<file path="src/rtl/nmi_histogram_distance_top_assert.svh">
// Assertion macros for the histogram distance block
`ifndef NMI_HISTOGRAM_DISTANCE_TOP_ASSERT_SVH
`define NMI_HISTOGRAM_DISTANCE_TOP_ASSERT_SVH

// same-cycle implication, clocked on clk, off during reset
`define NMID_ASSERT_SAME(lbl, ante, cons, msg) \
  lbl: assert property (@(posedge clk) disable iff (rst) (ante) |-> (cons)) \
    else $error(msg);

// next-cycle implication, clocked on clk, off during reset
`define NMID_ASSERT_NEXT(lbl, ante, cons, msg) \
  lbl: assert property (@(posedge clk) disable iff (rst) (ante) |=> (cons)) \
    else $error(msg);

`endif

</file>
<file path="src/rtl/nmid_pkg.sv">
// Shared constants, types and state codes for the histogram distance block
`default_nettype none
package nmid_pkg;

  localparam int unsigned MAX_SAMPLES = 4096;
  localparam int unsigned MAX_BINS    = 64;
  localparam int unsigned SAMPLE_AW   = 12;
  localparam int unsigned BIN_W       = 6;
  localparam int unsigned CNT_W       = 13;
  localparam int unsigned PROD_W      = 33;
  localparam int unsigned SUM_W       = 34;

  localparam logic [6:0]  BIN_COUNT_RESET = 7'd32;
  localparam logic [16:0] DIST_ONE        = 17'd65536;

  typedef enum logic [4:0] {
    ST_IDLE,
    ST_CHECK,
    ST_CLEAR,
    ST_B_RD,
    ST_B_WAIT,
    ST_B_MUL,
    ST_B_DIV,
    ST_C_RD,
    ST_C_WR,
    ST_SM_RD,
    ST_SM_WAIT,
    ST_SM_WA,
    ST_SM_LB,
    ST_SM_WB,
    ST_SJ_RD,
    ST_SJ_WAIT,
    ST_SJ_W,
    ST_SN_L,
    ST_SN_W,
    ST_F_PREP,
    ST_F_SUM,
    ST_F_CHK,
    ST_F_DIV,
    ST_OUT
  } state_t;

  typedef struct packed {
    logic             start;
    logic [CNT_W-1:0] value;
  } clog_req_t;

  typedef struct packed {
    logic              done;
    logic [PROD_W-1:0] product;
  } clog_rsp_t;

endpackage
`default_nettype wire

</file>
<file path="src/rtl/nmid_clog.sv">
// Iterative c * log2(c) unit, log2 in Q.16 by repeated squaring
`default_nettype none
module nmid_clog (
  input  logic                clk,
  input  logic                rst,
  input  nmid_pkg::clog_req_t req,
  output nmid_pkg::clog_rsp_t rsp
);

  logic                         busy;
  logic [4:0]                   iter;
  logic [nmid_pkg::CNT_W-1:0]   c;
  logic [3:0]                   e;
  logic [30:0]                  m;
  logic [15:0]                  frac;
  logic [3:0]                   e_in;
  logic [30:0]                  m_in;
  logic [61:0]                  sq;
  logic [31:0]                  sq_hi;

  always_comb begin
    e_in = 4'd0;
    for (int i = 1; i < nmid_pkg::CNT_W; i++) begin
      if (req.value[i]) begin
        e_in = 4'(i);
      end
    end
  end

  assign m_in  = {18'b0, req.value} << (5'd30 - {1'b0, e_in});
  assign sq    = {31'b0, m} * {31'b0, m};
  assign sq_hi = sq[61:30];

  always_ff @(posedge clk) begin
    if (rst) begin
      busy     <= 1'b0;
      rsp.done <= 1'b0;
    end else begin
      rsp.done <= 1'b0;
      if (req.start) begin
        busy <= 1'b1;
        iter <= 5'd16;
        c    <= req.value;
        e    <= e_in;
        m    <= m_in;
        frac <= '0;
      end else if (busy) begin
        if (iter != 5'd0) begin
          iter <= iter - 5'd1;
          if (sq_hi[31]) begin
            m    <= sq_hi[31:1];
            frac <= {frac[14:0], 1'b1};
          end else begin
            m    <= sq_hi[30:0];
            frac <= {frac[14:0], 1'b0};
          end
        end else begin
          rsp.product <= {20'b0, c} * {13'b0, e, frac};
          rsp.done    <= 1'b1;
          busy        <= 1'b0;
        end
      end
    end
  end

endmodule
`default_nettype wire

</file>
<file path="config.mk">
export PLATFORM = sky130hd
export DESIGN_NAME = nmid_clog
export DESIGN_NICKNAME = d
export VERILOG_FILES = /design/src/rtl/nmi_histogram_distance_top_assert.svh /design/src/rtl/nmid_pkg.sv /design/src/rtl/nmid_clog.sv
export SDC_FILE = /design/constraint.sdc
export NUM_CORES = 2
export LEC_CHECK = 0
export BUFFER_PORTS_ARGS = -buffer_cell sky130_fd_sc_hd__buf_2
export CAP_MARGIN = 20
export CORE_MARGIN = 8
export CORE_UTILIZATION = 45
export DETAILED_ROUTE_END_ITERATION = 10
export GPL_TIMING_DRIVEN = 0
export PLACE_DENSITY_LB_ADDON = 0.05
export SYNTH_ARGS = -nofsm -noshare
export SYNTH_HDL_FRONTEND = slang
export SYNTH_SLANG_ARGS = --single-unit
</file>
<file path="constraint.sdc">
create_clock -name clk -period 11.3 [get_ports clk]
set_clock_uncertainty 0.15 [all_clocks]
set_input_delay 1.13 -clock clk [delete_from_list [all_inputs] [get_ports clk]]
set_output_delay 1.13 -clock clk [all_outputs]
set_load 0.005 [all_outputs]
</file>
# Word-level counts from Yosys, hierarchy flattened
# Cells that the tools add are included.
[op_classes]
addsub = 2
n_mul = 2
n_shift = 1
mux = 25
bitwise_logic = 4
reduce_logical = 7
[op_table]
columns = ["op", "count"]
rows = [
  ["$mux W31", 4],
  ["$mul A31 B31 Y62", 1],
  ["$mux W4", 11],
  ["$mux W34", 1],
  ["$mul A13 B20 Y33", 1],
  ["$mux W16", 2],
  ["$shl A13 B5 Y31", 1],
  ["$mux W5", 2],
  ["$mux W1", 5],
  ["$reduce_bool A5 Y1", 1],
  ["$sub A5 B1 Y5 const B", 1],
  ["$sub A5 B4 Y5 const A", 1],
  ["$not A1 Y1", 4],
  ["$reduce_and A4 Y1", 1],
  ["$reduce_bool A2 Y1", 2],
  ["$reduce_and A3 Y1", 1],
  ["$reduce_or A3 Y1", 1],
  ["$reduce_and A2 Y1", 1],
]
[totals]
ff_bits = 104
inputBits = 16
output_inout_bits = 34
word_cells = 49

# Longest topological paths before layout
[depth]
ltp_word = 15
ltp_mapped = 31
mapped_depth_nobuf = 27

# Worst setup path before layout
# OpenSTA, ideal clock, no wires.
[synth_timing]
path_type = "reg-to-reg"
startpoint = "register m[9]"
endpoint = "register m[28], data pin"
setup_time_ps = 261
t_arrival_ps = 7448
required_time_ps = 10889
path_slack_ps = 3441
stages_incl_launch_ff = 29
path_buffers = 4
synth_period_minus_slack_ps = 7859
path_cell_list = "edfxtp_1 clkbuf_1 clkbuf_1 nand2_1 fa_1 fa_1 inv_1 fa_1 inv_1 fa_1 inv_1 fa_1 fa_1 fa_1 inv_1 fa_1 inv_1 ha_1 clkbuf_2 nand4_1 or2_2 a311oi_2 o2111ai_2 a21oi_1 nor3_1 a211o_1 buf_6 o21a_1 a221o_1"
[synth_between]
elab_chain_len = 5
[synth_rtl]
columns = ["item", "line_no", "source"]
rows = [
  ["start, declared", "nmid_clog.sv:14", "logic [30:0] m;"],
  ["start signal, assigned", "nmid_clog.sv:45", "m <= m_in;"],
  ["start signal, assigned", "nmid_clog.sv:51", "m <= sq_hi[31:1];"],
  ["start signal, assigned", "nmid_clog.sv:54", "m <= sq_hi[30:0];"],
  ["$mul A31 B31 Y62", "nmid_clog.sv:31", "assign sq = {31'b0, m} * {31'b0, m};"],
  ["$mux W31", "nmid_clog.sv:50", "if (sq_hi[31]) begin"],
  ["$mux W31", "nmid_clog.sv:48", "if (iter != 5'd0) begin"],
  ["$mux W31", "nmid_clog.sv:47", "end else if (busy) begin"],
  ["$mux W31", "nmid_clog.sv:40", "if (req.start) begin"],
]
# No other way between the ends. The select of a mux whose other input is x is not followed.
# A chain may end at the register's enable or synchronous reset.

# Worst setup path after layout
[layout_timing]
startpoint = "register m[14]"
endpoint = "register m[27], data pin"
# The elaborated chain is that of the path after synthesis.

==> metrics.md <==
| Metric | Value |
|---|---|
| Fraction of the yosys area taken by sequential cells | around 8% |
| Post-synthesis cell area | around 0.039 sq mm |
| Htree depth | 3 |
| Detailed Route WL | 121400 microns |
| Most frequent cells in the layout | 1111 x sky130_fd_sc_hd__inv_1, 945 x sky130_fd_sc_hd__fa_1, 498 x sky130_fd_sc_hd__nand2_1, 348 x sky130_fd_sc_hd__ha_1, 282 x sky130_fd_sc_hd__and2_1 |
| Most instantiated flip-flop cell in the synthesis netlist | sky130_fd_sc_hd__edfxtp_1 |
| Mapped Cells | a little over 4k |
| Layout Cells excl Fill | between 5k and 6k |
| Post-CTS setup buffer count | 0 |
| Full die area | 0.09743 sq mm |
| Number of remaining DRC errors | 0 |
| Core Box Area | slightly below 0.09 sq mm |
| Routed WL per cell | ~23 microns |
| DIE HEIGHT | around 310 microns |
| Area Overhead vs Synth | 5.526% |
| Final antenna-violating net count | 0 |
| Sum Neg Setup Slack | 0 ns |
| Hpwl dp | between 100000 and 150000 microns |
| Ratio of final minimum period to clock period | 94.67% |
| Hold crit path type | reg2reg |
| Crit path time final | 10.70 ns |
| CP Launch Type | flip-flop |
| Overall fraction of global-route tracks in use | between 20 and 30% |
| First-pass GRT wire length | ~190000 microns |
| Final-report setup violation count | 0 |
| RSZ-0062 raised after global routing | false |
| CTS tree | yes |
| Max-cap check violation count | 0 |
| Number of placed instances, taps included | between 5k and 6k |
| Number of rows in the core area | between 100 and 150 |
| Status | finished, final reports clean |
| Quantity of gates resized following cts | 0 |
| Initial antenna violation count | 13 |
| Count of buffers inserted at the top-level ports | 49 |
| Number of global-route vias before repair | between 20k and 30k |
| Clock Latency Late Sink | about 0.38 ns |
| Syn nets | 5461 |
| Pin count of the biggest net entering global routing | 28 |
| Area of placed instances | ~0.041 sq mm |
| Via density | around 5.2 |
| Setup crit end kind | flip-flop |
| GRT overflow | 0 |
| Largest fanout on the critical path | 10 |
| Final hold viol count | 0 |
| Number of buffers added by the clock tree synthesis step | 9 |
| Fin area | 0.04165 sq mm |
| Net total in the final layout | about 5.5k |
| Most frequent standard cell in the layout excluding fill and tap cells | sky130_fd_sc_hd__inv_1 |
| Number of violations reported at the end of detailed-routing iteration 0 | approximately 2.2k |
| Slew Viols, Final | 0 |
| Number of search-and-repair iterations in the first detailed-routing pass | 5 |
| EDFF count, synth | 102 |
| Endpoint arrival time on the critical path | ~11 ns |
| Remaining max-slew budget at the tightest pin | 15.53% |
| FMAX | about 93 MHz |
| Synthesized area divided by synthesized cell count | between 9 and 10 sq um |
| Async set-reset flop share out of synthesis | 0% |
| Sinks on Clock Net | ~100 |
| Die width | ~310 microns |
| Yosys synthesis warning count | 0 |
| Number of distinct library cell variants in the gate-level netlist after synthesis | 73 |
| Weighted congestion at the end of routability-driven global placement | a little over 0.9 |
| Transition time at the pin with the least slew margin | 1.267 ns |
| Clk Tree Root Cell | sky130_fd_sc_hd__clkbuf_16 |
| Worst EP required | about 11 ns |
| Fraction of final layout cells with drive strength greater than 1 | about 3.1% |
| Number of storage elements in the synthesis netlist | about 100 |
| # IOs | 50 |
| Clock-pin slew on the worst setup and hold paths | ~0.080 ns |
| Maximum count of clock buffers along a single path | 2 |
| Starting density of the core | a little under half |
| Critical Setup Path Class | reg2reg |
| Detailed-route via count | 28.15k |
| Post-CTS Hold Fix Bufs | 0 |
-- kinds of logic (layout without fill, tap and decap cells) --
family	after synthesis	in the layout	synth area share, %
AOI/OAI and AO/OA	340	340	5.814
DFF	104	104	7.862
adders and majority gates	1293	1293	58.97
and+or+nand+nor	1023	1023	12.41
other	0	5	0
xor gates and xnor gates	80	80	1.775
muxes	27	27	0.8908
buffers and inverters	1285	1362	12.28
-- stage by stage --
step           setup WS, ns  util, %  hold slack, ns
6_report             0.6027    47.93          0.4249
3_5_place_dp         0.8271    47.58          0.4094
3_3_place_gp         0.5229    47.37          0.3529
2_1_floorplan         3.441        -          0.3169
4_1_cts              0.7869    47.92          0.4226
5_1_grt              0.4382    47.92          0.4404
-- cell type report --
cell class	count	area, sq um
repair buffers	61	417.9
plain buffers	173	674.4
well taps	1155	1445
inverters	1112	4174
clock buffers	10	229.0
multi-input cells	2763	31530
diodes	5	12.51
clock inverters	6	62.56
flip-flops and latches	104	3103
fillers	8588	45240
-- critical path, cell delays in order (launching register included) --
cell                       delay [ns]
sky130_fd_sc_hd__edfxtp_1        0.65
sky130_fd_sc_hd__clkbuf_1        0.81
sky130_fd_sc_hd__clkbuf_1        0.90
sky130_fd_sc_hd__nand2_1         0.19
sky130_fd_sc_hd__fa_1            0.56
sky130_fd_sc_hd__inv_1           0.07
sky130_fd_sc_hd__fa_1            0.49
sky130_fd_sc_hd__inv_1           0.06
sky130_fd_sc_hd__fa_1            0.46
sky130_fd_sc_hd__fa_1            0.55
sky130_fd_sc_hd__inv_1           0.05
sky130_fd_sc_hd__fa_1            0.55
sky130_fd_sc_hd__fa_1            0.44
sky130_fd_sc_hd__fa_1            0.55
sky130_fd_sc_hd__fa_1            0.50
sky130_fd_sc_hd__ha_1            0.36
sky130_fd_sc_hd__a21oi_1         0.27
sky130_fd_sc_hd__o21ai_0         0.17
sky130_fd_sc_hd__o211ai_1        0.47
sky130_fd_sc_hd__a21oi_1         0.19
sky130_fd_sc_hd__o31ai_1         0.69
sky130_fd_sc_hd__a21oi_1         0.24
sky130_fd_sc_hd__a211oi_1        0.32
sky130_fd_sc_hd__mux2_2          0.39
sky130_fd_sc_hd__nand2b_1        0.15
sky130_fd_sc_hd__a22o_1          0.20
-- cell usage after synthesis (14+ instances only) --
cell type | n | area [sq um]
sky130_fd_sc_hd__o211ai_1 | 14 | 105.1
sky130_fd_sc_hd__nand3_1 | 28 | 140.1
sky130_fd_sc_hd__nand2_1 | 498 | 1869
sky130_fd_sc_hd__a31oi_1 | 14 | 87.58
sky130_fd_sc_hd__nor2_1 | 99 | 371.6
sky130_fd_sc_hd__xnor2_1 | 52 | 455.4
sky130_fd_sc_hd__clkbuf_1 | 159 | 596.8
sky130_fd_sc_hd__edfxtp_1 | 102 | 3063
sky130_fd_sc_hd__a21o_1 | 54 | 405.4
sky130_fd_sc_hd__a21oi_1 | 109 | 545.5
sky130_fd_sc_hd__o21ai_0 | 43 | 215.2
sky130_fd_sc_hd__nor3_1 | 15 | 75.07
sky130_fd_sc_hd__ha_1 | 348 | 4354
sky130_fd_sc_hd__xor2_1 | 28 | 245.2
sky130_fd_sc_hd__mux2i_1 | 16 | 160.2
sky130_fd_sc_hd__inv_1 | 1111 | 4170
sky130_fd_sc_hd__and2_1 | 282 | 1764
sky130_fd_sc_hd__fa_1 | 945 | 18920
sky130_fd_sc_hd__nor2b_1 | 30 | 187.7
-- layer usage --
metal  up-vias  global-route usage [%]  wire length (microns)
met5         -                       0                      0
met4         0                   6.742                   3839
met3       161                   3.472                   8769
met2       943                   39.80                  55340
met1     14550                   36.76                  53450
li1      12490                       -                      -
-- worst paths after layout --
kind | start | endpoint | slack [ns] | cells past startpoint
worst max-delay path | m[14]$_DFFE_PP_ | m[27]$_DFFE_PP_ | 0.60 | 25
worst min-delay path | busy$_SDFF_PP0_ | rsp[33]$_SDFF_PP0_ | 0.42 | 1
worst max register to register | m[14]$_DFFE_PP_ | m[27]$_DFFE_PP_ | 0.60 | 25
worst min register to register | busy$_SDFF_PP0_ | rsp[33]$_SDFF_PP0_ | 0.42 | 1
-- sequential cells by signal, summed over array words and instances (netlist names) --
register / flops
busy: 1
m: 31
rsp: 34
iter: 5
e: 4
c: 13
frac: 16
Power is not shown: default switching activity piles up to over one toggle a cycle in this logic, so the estimate is an artifact.
